===== src/rtl/hnc_pkg.sv =====
package hnc_pkg;

	// field widths
	localparam int unsigned HGT_W   = 8;
	localparam int unsigned COL_W   = 8;
	localparam int unsigned NRM_W   = 16;
	localparam int unsigned IN_W    = 5 * HGT_W;
	localparam int unsigned OUT_W   = HGT_W + 3 * COL_W + 3 * NRM_W;

	// configuration port
	localparam int unsigned CFG_IDX_W = 2;
	localparam int unsigned CFG_W     = 8;
	localparam logic [CFG_IDX_W-1:0] REG_WATER = 2'd0;
	localparam logic [CFG_IDX_W-1:0] REG_SAND  = 2'd1;
	localparam logic [CFG_IDX_W-1:0] REG_SNOW  = 2'd2;
	localparam logic [CFG_W-1:0] WATER_RST = 8'd120;
	localparam logic [CFG_W-1:0] SAND_RST  = 8'd125;
	localparam logic [CFG_W-1:0] SNOW_RST  = 8'd200;

	// normal datapath widths
	localparam int unsigned MAG_W  = 9;   // |vx|, |vy| <= 510
	localparam int unsigned SQ_W   = 18;  // squares <= 260100
	localparam int unsigned SUM_W  = 20;  // sum of squares <= 520216
	localparam int unsigned QUO_W  = 31;  // c^2 * 2^30 / S <= 2^30
	localparam int unsigned RAD_W  = 32;  // radicand padded to even width
	localparam int unsigned ROOT_W = 16;
	localparam int unsigned SREM_W = 17;
	localparam logic [SQ_W-1:0] Z_SQ = 18'd16;          // vz = 4
	localparam logic signed [NRM_W-1:0] Q_ONE = 16'sd16384;

	localparam int unsigned FIFO_DEPTH_DEF = 4;

	typedef enum logic [1:0] {
		TER_GRASS,
		TER_SAND,
		TER_SNOW,
		TER_WATER
	} terrain_t;

	// classified item passed from front to back
	typedef struct packed {
		logic [HGT_W-1:0] height;
		terrain_t         kind;
		logic [MAG_W-1:0] mag_x;
		logic             neg_x;
		logic [MAG_W-1:0] mag_y;
		logic             neg_y;
	} vec_item_t;

	typedef struct packed {
		logic [COL_W-1:0] red;
		logic [COL_W-1:0] green;
		logic [COL_W-1:0] blue;
	} rgb_t;

	function automatic rgb_t terrain_color(terrain_t kind);
		rgb_t c;
		unique case (kind)
			TER_WATER: c = '{red: 8'd0,   green: 8'd84,  blue: 8'd148};
			TER_SAND:  c = '{red: 8'd248, green: 8'd214, blue: 8'd114};
			TER_SNOW:  c = '{red: 8'd255, green: 8'd250, blue: 8'd250};
			TER_GRASS: c = '{red: 8'd0,   green: 8'd154, blue: 8'd22};
			default:   c = '{red: 8'd0,   green: 8'd154, blue: 8'd22};
		endcase
		return c;
	endfunction

endpackage


===== src/rtl/hnc_fifo.sv =====
module hnc_fifo import hnc_pkg::*; #(
	parameter int unsigned DEPTH = FIFO_DEPTH_DEF,
	parameter int unsigned WIDTH = $bits(vec_item_t)
) (
	input  logic             clk,
	input  logic             arst_n,
	input  logic             push,
	input  logic [WIDTH-1:0] wdata,
	output logic             full,
	input  logic             pop,
	output logic [WIDTH-1:0] rdata,
	output logic             not_empty
);

	localparam int unsigned PTR_W = (DEPTH > 1) ? $clog2(DEPTH) : 1;
	localparam int unsigned CNT_W = $clog2(DEPTH + 1);
	localparam logic [PTR_W-1:0] LAST = PTR_W'(DEPTH - 1);

	logic [WIDTH-1:0] mem_q [DEPTH];
	logic [PTR_W-1:0] wr_q, rd_q;
	logic [CNT_W-1:0] cnt_q;
	logic do_push, do_pop;

	assign full      = (cnt_q == CNT_W'(DEPTH));
	assign not_empty = (cnt_q != '0);
	assign do_push   = push && !full;
	assign do_pop    = pop && not_empty;
	assign rdata     = mem_q[rd_q];

	always_ff @(posedge clk) begin
		if (do_push) mem_q[wr_q] <= wdata;
	end

	// pointers and fill count
	always_ff @(posedge clk or negedge arst_n) begin
		if (!arst_n) begin
			wr_q  <= '0;
			rd_q  <= '0;
			cnt_q <= '0;
		end else begin
			if (do_push) wr_q <= (wr_q == LAST) ? '0 : wr_q + 1'b1;
			if (do_pop)  rd_q <= (rd_q == LAST) ? '0 : rd_q + 1'b1;
			if (do_push && !do_pop)      cnt_q <= cnt_q + 1'b1;
			else if (do_pop && !do_push) cnt_q <= cnt_q - 1'b1;
		end
	end

endmodule


===== config.mk =====
export PLATFORM = sky130hd
export DESIGN_NAME = hnc_fifo
export DESIGN_NICKNAME = d
export VERILOG_FILES = /design/src/rtl/hnc_pkg.sv /design/src/rtl/hnc_fifo.sv
export SDC_FILE = /design/constraint.sdc
export NUM_CORES = 1
export LEC_CHECK = 0
export BUFFER_PORTS_ARGS = -buffer_cell sky130_fd_sc_hd__clkbuf_2
export CAP_MARGIN = 10
export CORE_MARGIN = 5
export CORE_UTILIZATION = 45
export DETAILED_ROUTE_END_ITERATION = 8
export GPL_ROUTABILITY_DRIVEN = 0
export SLEW_MARGIN = 20
export SYNTH_ARGS = -nofsm -noshare
export SYNTH_HDL_FRONTEND = slang
export SYNTH_SLANG_ARGS = --single-unit

===== constraint.sdc =====
create_clock -name clk -period 2.8 [get_ports clk]
set_input_delay 0.84 -clock clk [delete_from_list [all_inputs] [get_ports clk]]
set_output_delay 0.84 -clock clk [all_outputs]
set_load 0.05 [all_outputs]

==> impl_summary.txt <==
----------------------------------------------------
[Routing]
  Number of vias after detailed routing ... 2,162
  Final routed DRC violation total ... 0
  Post-detailed-route wirelength per cell ... 18.7 um
  Number of detailed-routing iterations run before antenna repair ... 4
  Aggregate routed wire length ... 7.96 mm
  Antenna viol nets, final ... 0
  Starting DRC count in detailed routing ... 106
  Via/cell ratio ... 5.09

[Setup path]
  Critical Path Start ... rd_q[0]
  Classification of the worst setup path ... register to output port
  Cell depth of the worst flop-to-flop path ... 8
  Crit Path Max Fanout ... 16
  Worst reg-to-reg setup slack ... 690 ps
  Startpoint Class ... register
  Kind of end point of the critical path ... output port
  Worst EP arrival ... 1890 ps
  End of the worst register-to-register path ... cnt_q[2]
  Reg-to-reg startpoint ... cnt_q[0]
  CP Capture Point ... rdata[29]
  Critical path required time ... 1960 ps

[GRT]
  Initial antenna violation count ... 0
  Via count of the first global-routing pass ... 2,328
  Global-route wire length before repair ... 13.0 mm
  GRT Util Overall ... 13.7%
  Gr ovfl total ... 0
  Largest net degree at the start of global routing ... 31

[Final layout]
  Most frequent standard cell in the layout excluding fill and tap cells ... edfxtp_1
  Final Net Count ... 320
  Ant diodes ... 0
  Proportion of layout cells with a drive suffix above 1 ... 49.8%
  Layout area overhead ... 26.0%
  Commonest cells after routing, fill and taps aside ... 120 x edfxtp_1, 50 x clkbuf_2, 30 x mux4_2

[STA]
  Setup TNS ... 0 ps
  Post-route clock period utilization ... 97.3%
  Achievable Freq ... 0.367 GHz
  Max transition margin ... 72.0%
  Transition time at the pin with the least slew margin ... 421 ps
  RSZ-0062 raised after global routing ... true
  Worst path setup slack after routing ... 74.6 ps
  Final Hold Vio Count ... 0
  Final number of max-transition violations ... 0
  Total setup violations reported at the end of the flow ... 0
  Final worst hold slack ... 167 ps
  Clock Skew ... 7.19 ps
  Fin crit period ... 2730 ps

[Placement]
  Buffers on Ports ... 65
  Final HPWL from detailed placement ... 5.11 mm
  Post-place setup slack ... 375 ps

[Die]
  Die boundary height ... 114 um
  Area of the core ... 10,400 um^2
  IO Pins ... 66
  Rows ... 37
  Die Width ... 114 um
  Starting density of the core ... 46.5%
  Die area ... 12,900 um^2

[Synth]
  Post-synth net total ... 235
  Synthesis warning total ... 0
  Part of the Yosys area used for sequential elements ... 78.0%
  Count of mapped cells out of synthesis ... 194
  Mean area per synthesized cell ... 25.0 um^2
  Share of Yosys cell area claimed by the top area cell type ... 74.4%
  Synth area leaders ... edfxtp_1 74%, mux4_2 14%, dfrtp_1 3.6%
  Netlist cell types ... 20
  Synthesized cell area ... 4840 um^2
  Seq cells post-synth ... 127
  Cell accounting for the most synthesized area ... edfxtp_1

[Clock tree]
  Clock latency on the worst-skew pair ... 510 ps
  TritonCTS clock tree ... yes
  TritonCTS Buffers ... 17
  Htree depth ... 4
  Total setup buffers inserted after CTS ... 0
  Clock transition at the registers of the reported paths ... 50 ps
  Count of clock tree sinks ... 127
  Maximum clock insertion buffer count ... 2
  Clock tree root driver cell ... clkbuf_8

[Power and ir drop]
  Pwr dens ... 1300 nW/um^2
  Leakage power of the design ... 2.19 nW
  Sw power ... 2.76 mW
  Clk network pwr share ... 25.5%
  Internal power contribution ... 5.14 mW
  Relative contribution of sequential cells to total power ... 33.6%
  Maximum vdd drop ... 570 uV
  Combinational Power Share ... 40.9%
  Switch share ... 34.9%

[Job]
  Maximum Capacitance Violations ... 0

[Hold path]
  Kind of path behind the tightest hold check ... input pin to async pin

[Run status]
  Run status ... complete, no violations

----------------------------------------------------
worst max-delay path, stage by stage, from the launching register on:
cell and delay (ps):
dfrtp_2 400, buf_12 190, mux4_2 520, clkbuf_2 250
how the worst min path moves through the flow:
stage	start	end	cells past startpoint
global route	arst_n	cnt_q[0]	1
global placement	cnt_q[2]	cnt_q[2]	1
CTS	arst_n	wr_q[1]	1
detailed placement	cnt_q[2]	cnt_q[2]	1
floorplan	cnt_q[2]	cnt_q[2]	1
finish	arst_n	wr_q[1]	1
layout make-up:
| type | count | area [um^2] |
|---|---|---|
| tap | 136 | 170 |
| sequential | 127 | 3780 |
| inverter | 3 | 11.3 |
| clock inverter | 9 | 120 |
| fill | 781 | 4320 |
| timing repair buffer | 74 | 633 |
| multi-input combinational | 56 | 960 |
| clock buffer | 20 | 425 |
kinds of logic after synthesis:
group                    synth area share (%)
flip-flops                               78.0
adder cells (fa/ha/maj)                  1.96
XOR/XNOR                                0.543
buffers and inverters                    2.14
AND/OR/NAND/NOR                          1.89
multiplexers                             15.4
synth_stat cells:
library cell and n:
edfxtp_1 120, mux4_2 30, dfrtp_1 7, ha_1 6
and2_2 4, mux2_4 4, buf_2 3, inv_1 3
nor2_1 3, buf_12 2, buf_6 2, xor2_1 2
buf_8 1, fa_1 1, mux2_2 1, nand2_4 1
nor2b_2 1, nor3b_4 1, or3_4 1, xnor2_1 1
power by group through the flow:
stage / logic (mW) / registers, mW / clock network (mW)
6_report: 3.23 / 2.66 / 2.02
5_1_grt: 3.42 / 2.69 / 2.17
4_1_cts: 3.30 / 2.66 / 2.06
3_5_place_dp: 3.29 / 2.69 / 0
3_3_place_gp: 3.26 / 2.67 / 0
2_1_floorplan: 2.29 / 2.65 / 0
per-stage QoR:
step	instances	instance area (um^2)	total power, mW	utilization (%)
6_report	425	6100	7.91	58.6
5_1_grt	425	6100	8.29	58.6
4_1_cts	425	6090	8.02	58.5
3_5_place_dp	396	5540	5.98	53.2
3_3_place_gp	396	5540	5.94	53.2
2_1_floorplan	194	4840	4.94	-
metal layers:
metal	vias up	track usage, %	wire, um
met1	1106	18.2	3380
met5	-	0	0
met4	0	4.09	100
met2	60	20.9	4010
li1	982	-	-
met3	14	5.57	458
state kept, by name, indices dropped and copies added, names as in the netlist:
name,cells
cnt_q,3
rd_q,2
mem_q,120
wr_q,2
what timing repair did:
item / in CTS / in global routing
hold buffers: 0 / 0
gates resized for setup: 2 / 5
endpoints found under the setup margin: 14 / 6
Note: power is estimated with default switching activity, not from simulation.
