$ cat config.mk
export PLATFORM = sky130hd
export DESIGN_NAME = hnc_front
export DESIGN_NICKNAME = d
export VERILOG_FILES = /design/src/rtl/hnc_pkg.sv /design/src/rtl/hnc_front.sv
export SDC_FILE = /design/constraint.sdc
export NUM_CORES = 1
export LEC_CHECK = 0
export ABC_AREA = 1
export BUFFER_PORTS_ARGS = -buffer_cell sky130_fd_sc_hd__buf_4
export CORE_MARGIN = 8
export CORE_UTILIZATION = 40
export CTS_BUF_LIST = sky130_fd_sc_hd__clkbuf_8
export CTS_CLUSTER_DIAMETER = 80
export DETAILED_ROUTE_END_ITERATION = 8
export PLACE_DENSITY = 0.6
export SLEW_MARGIN = 5
export SYNTH_ARGS = -nofsm -noshare
export SYNTH_HDL_FRONTEND = slang
export SYNTH_SLANG_ARGS = --single-unit
$ cat constraint.sdc
create_clock -name clk -period 2.8 [get_ports clk]
set_input_delay 0.14 -clock clk [delete_from_list [all_inputs] [get_ports clk]]
set_output_delay 0.14 -clock clk [all_outputs]
set_load 0.005 [all_outputs]
$ cat src/rtl/hnc_pkg.sv
package hnc_pkg;

	// field widths
	localparam int unsigned HGT_W   = 8;
	localparam int unsigned COL_W   = 8;
	localparam int unsigned NRM_W   = 16;
	localparam int unsigned IN_W    = 5 * HGT_W;
	localparam int unsigned OUT_W   = HGT_W + 3 * COL_W + 3 * NRM_W;

	// configuration port
	localparam int unsigned CFG_IDX_W = 2;
	localparam int unsigned CFG_W     = 8;
	localparam logic [CFG_IDX_W-1:0] REG_WATER = 2'd0;
	localparam logic [CFG_IDX_W-1:0] REG_SAND  = 2'd1;
	localparam logic [CFG_IDX_W-1:0] REG_SNOW  = 2'd2;
	localparam logic [CFG_W-1:0] WATER_RST = 8'd120;
	localparam logic [CFG_W-1:0] SAND_RST  = 8'd125;
	localparam logic [CFG_W-1:0] SNOW_RST  = 8'd200;

	// normal datapath widths
	localparam int unsigned MAG_W  = 9;   // |vx|, |vy| <= 510
	localparam int unsigned SQ_W   = 18;  // squares <= 260100
	localparam int unsigned SUM_W  = 20;  // sum of squares <= 520216
	localparam int unsigned QUO_W  = 31;  // c^2 * 2^30 / S <= 2^30
	localparam int unsigned RAD_W  = 32;  // radicand padded to even width
	localparam int unsigned ROOT_W = 16;
	localparam int unsigned SREM_W = 17;
	localparam logic [SQ_W-1:0] Z_SQ = 18'd16;          // vz = 4
	localparam logic signed [NRM_W-1:0] Q_ONE = 16'sd16384;

	localparam int unsigned FIFO_DEPTH_DEF = 4;

	typedef enum logic [1:0] {
		TER_GRASS,
		TER_SAND,
		TER_SNOW,
		TER_WATER
	} terrain_t;

	// classified item passed from front to back
	typedef struct packed {
		logic [HGT_W-1:0] height;
		terrain_t         kind;
		logic [MAG_W-1:0] mag_x;
		logic             neg_x;
		logic [MAG_W-1:0] mag_y;
		logic             neg_y;
	} vec_item_t;

	typedef struct packed {
		logic [COL_W-1:0] red;
		logic [COL_W-1:0] green;
		logic [COL_W-1:0] blue;
	} rgb_t;

	function automatic rgb_t terrain_color(terrain_t kind);
		rgb_t c;
		unique case (kind)
			TER_WATER: c = '{red: 8'd0,   green: 8'd84,  blue: 8'd148};
			TER_SAND:  c = '{red: 8'd248, green: 8'd214, blue: 8'd114};
			TER_SNOW:  c = '{red: 8'd255, green: 8'd250, blue: 8'd250};
			TER_GRASS: c = '{red: 8'd0,   green: 8'd154, blue: 8'd22};
			default:   c = '{red: 8'd0,   green: 8'd154, blue: 8'd22};
		endcase
		return c;
	endfunction

endpackage

$ cat src/rtl/hnc_front.sv
module hnc_front import hnc_pkg::*; (
	input  logic                 clk,
	input  logic                 arst_n,
	input  logic                 cfg_we,
	input  logic [CFG_IDX_W-1:0] cfg_idx,
	input  logic [CFG_W-1:0]     cfg_data,
	input  logic [IN_W-1:0]      in_data,
	output vec_item_t            item
);

	logic [CFG_W-1:0] water_q, sand_q, snow_q;
	logic [HGT_W-1:0] h, hl, hr, hu, hd;
	logic signed [HGT_W+2:0] p, q, vx, vy;
	terrain_t kind;

	// level registers; unknown indexes are dropped
	always_ff @(posedge clk or negedge arst_n) begin
		if (!arst_n) begin
			water_q <= WATER_RST;
			sand_q  <= SAND_RST;
			snow_q  <= SNOW_RST;
		end else if (cfg_we) begin
			unique case (cfg_idx)
				REG_WATER: water_q <= cfg_data;
				REG_SAND:  sand_q  <= cfg_data;
				REG_SNOW:  snow_q  <= cfg_data;
				default:   ;
			endcase
		end
	end

	assign h  = in_data[HGT_W-1:0];
	assign hl = in_data[2*HGT_W-1:HGT_W];
	assign hr = in_data[3*HGT_W-1:2*HGT_W];
	assign hu = in_data[4*HGT_W-1:3*HGT_W];
	assign hd = in_data[5*HGT_W-1:4*HGT_W];

	// slope vector (q - p, -(p + q), 4)
	always_comb begin
		p  = $signed({3'b000, hl}) - $signed({3'b000, hr});
		q  = $signed({3'b000, hu}) - $signed({3'b000, hd});
		vx = q - p;
		vy = -(p + q);
	end

	// terrain class: water wins, then snow, then sand
	always_comb begin
		priority if (h <= water_q) kind = TER_WATER;
		else if (h >= snow_q)      kind = TER_SNOW;
		else if (h <= sand_q)      kind = TER_SAND;
		else                       kind = TER_GRASS;
	end

	always_comb begin
		item.height = h;
		item.kind   = kind;
		item.neg_x  = vx[HGT_W+2];
		item.neg_y  = vy[HGT_W+2];
		item.mag_x  = vx[HGT_W+2] ? MAG_W'(-vx) : MAG_W'(vx);
		item.mag_y  = vy[HGT_W+2] ? MAG_W'(-vy) : MAG_W'(vy);
	end

endmodule

==> impl_metrics.csv <==
group,metric,value,unit
critical_path,path_class,"input port to primary output",
synth,synth_top_family_by_area,"simple AND/OR/NAND/NOR gates",
synth,synth_async_sr_flop_share,100,%
final_layout,nFillCells,793,
synth,yosys.area_share.xor_xnor,5.76,%
critical_path,cp_slowest_cell,"fa_2",
route,vias_per_cell,4.75,
worst_hold_path,worstHoldPathType,"input port to flip-flop",
pwr,power_density,729,nW/um^2
placement,dp_hpwl,8.25,mm
timing,worst_slack,-465,ps
clock_tree,cts_root_buf,"clkbuf_8",
critical_path,required,2660,ps
route,wl,10.1,mm
final_layout,regArea,617,sq um
clock_tree,numCtsBuffers,3,
timing,fin_tns_setup,-6330,ps
route,wl_per_cell,12.1,um
final_layout,syn_to_final_growth,60.5,%
placement,gp_congestion,0.791,
synth,ys_warn_count,0,
critical_path,path_cells,"buf_6 -> inv_8 -> ha_4 -> fa_2 -> inv_2 -> ha_4 -> inv_2 -> ha_4 -> fa_2 -> buf_4 -> xor2_1 -> inv_1 -> nand3_2 -> nor3_2 -> xor2_1 -> nand2_2 -> o21ai_2 -> buf_4",
pwr,leakagePower,3.13,nW
synth,synth_edf_count,0,
route,vias,3988,
outcome,outcome,"finished, violations left",
timing,maxSlewHeadroom,61.5,%
global_routing,grt_max_degree,25,
die,die_w,112,um
timing,setup_viol,18,
critical_path,crit_family,"adder cells",
timing,worstMarginPinSlew,577,ps
global_routing,grtUsageTotal,16.3,%
timing,fin_worst_skew,0,ps
synth,syn_avg_cell_area,6.69,sq um
die,start_util,40.3,%
synth,synthMuxAreaShare,0,%
timing,hold_viol,0,
clock_tree,cts.sinks,24,
synth,synth_top_area_share,21.9,%
critical_path,crit_buf_inv,7,
global_routing,grt_pass1_wl,17.5,mm
timing,rsz0062_at_grt,"true",
synth,synth_simple_gate_area_share,27.5,%
critical_path,arrival,3130,ps
final_layout,multi_input_area,3070,sq um
synth,synth_flop_cell,"dfstp_2",
route,drt-initial-drc-count,83,
clock_tree,cts_tree,"done",
final_layout,final_layout_size_suffix_gt1_share,46.6,%
critical_path,critPathMaxStageDelay,550,ps
die,std_cell_rows,35,
die,core_area,9060,sq um
synth,synth_area,3650,sq um
timing,period_minus_slack,3270,ps
synth,synth_cells,546,
timing,max_freq,0.306,GHz
synth,yosys.area.top_type,"ha_1",
route,post-route-drc-count,0,
pwr,ir_worst_vdd,0.447,mV
global_routing,grt_overflow,0,
critical_path,worstPathMaxFanout,3,
clock_tree,clkLatencyLatePin,260,ps
outcome,violations,"negative setup slack",
global_routing,first_global_vias,4189,
clock_tree,cts_max_path_buffers,2,
critical_path,crit_path_frequent_cell,"ha_4",
final_layout,layout_common_cells,"buf_4, nand2_1, inv_1",
route,drt-pass1-iter-count,5,
final_layout,num_antenna_cells,0,
timing,slew_violations,0,
synth,ys_types,38,
synth,synth_compound_area_share,11.7,%
synth,ys_seq_area_share,16.9,%
placement,port_buffers,82,
global_routing,antenna_found_initial,0,
die,top_level_ports,83,
die,dieArea,12400,sq um
final_layout,layout_commonest_cell,"buf_4",
critical_path,end_kind,"primary output",
pwr,finalPower,4.27,mW
synth,syn_nets,667,
route,ant_nets,0,
critical_path,crit_path_start_kind,"input port",
synth,ys_top_cells_by_area,"ha_1, nand2_1, inv_1",
final_layout,nets,851,
synth,ys_ff_latch,24,
timing,fin_crit_sh,117,%
run,maxCapViolations,0,
clock_tree,cts_htree_levels,1,
clock_tree,clk_pin_slew_worst_paths,80,ps
die,die_y,112,um
synth,synth_fa_ha_area_share,24.1,%
-- final timing paths --
path / to / depth (start not counted) / slack, ps / start
max reg2reg: sand_q[4] / 2 / 2030 / sand_q[4]
min: snow_q[3] / 3 / 130 / cfg_data[3]
min in group asynchronous: snow_q[2] / 2 / 300 / arst_n
max: item[7] / 18 / -470 / in_data[24]
max in group asynchronous: sand_q[5] / 2 / 2210 / arst_n
min reg2reg: snow_q[4] / 2 / 490 / snow_q[4]
-- registers in the layout, summed over array words and instances (netlist names) --
name and cells:
sand_q 8, water_q 8, snow_q 8
-- where the power goes --
group          total [mW]  internal [mW]  switching (mW)  leakage (nW)
registers           0.455          0.424          0.0310         0.273
clock network       0.296          0.191           0.105        0.0357
logic                3.52           1.86            1.66          2.82
-- stage by stage --
step / hold WS, ps / area (sq um) / worst slack, ps / std cells / utilization (%)
2_1_floorplan: -156 / 3830 / -150 / 546 / -
3_3_place_gp: 45.0 / 5170 / -474 / 815 / 57.0
3_5_place_dp: 48.3 / 5170 / -541 / 815 / 57.0
4_1_cts: 131 / 5680 / -404 / 839 / 62.7
5_1_grt: 149 / 5860 / -648 / 840 / 64.6
6_report: 134 / 5860 / -465 / 840 / 64.6
-- cell usage after synthesis (2+ instances only) --
cell type    n
xnor2_1     12
nand4_1      5
a21oi_1     20
a21o_1       2
or2_1        2
nand3_2      2
clkbuf_1     3
nor3_1       3
o21ai_0     39
a21oi_2      2
nand3_1     32
nand2_1    130
ha_1        64
xor2_1      12
inv_2        2
o21bai_1     3
dfrtp_1     11
nand2_2     15
nor2_1      30
fa_1         4
buf_4       10
dfstp_2     13
inv_1      108
nand2_4      2
o21ai_1      6
nand3b_1     2
-- routing by layer --
metal	track usage (%)	up-vias	part of all wire [%]
met1	16.7	1823	39
li1	-	2080	-
met3	2.06	13	3.2
met2	33.5	72	57
met5	0	-	0
met4	3.74	0	1.3
-- final cells by class --
| class | instances | share of cell area [%] |
|---|---|---|
| sequential | 24 | 10.5 |
| clock buffer | 3 | 0.705 |
| multi-input combinational | 398 | 52.4 |
| inverter | 111 | 7.50 |
| tap | 111 | 2.37 |
| timing repair buffer | 192 | 26.0 |
| clock inverter | 1 | 0.512 |
-- cells by family after synthesis --
kind of cell | after synthesis
compound gates | 78
xor+xnor | 24
fa+ha+maj | 68
buf+inv | 125
flops | 24
simple gates | 227
-- tightest hold or removal path, cell delays in order --
cell and delay (ps):
buf_4 110, inv_1 60, o21ai_0 80
-- timing repair --
item,in CTS,in global routing
setup buffers,18,4
endpoints found under the hold margin,11,0
setup endpoints to repair,18,18
pin swaps,53,45
hold buffers,1,0
gates resized for setup,57,50
cloned,2,0
No activity file was read; power rests on OpenSTA's default activity.
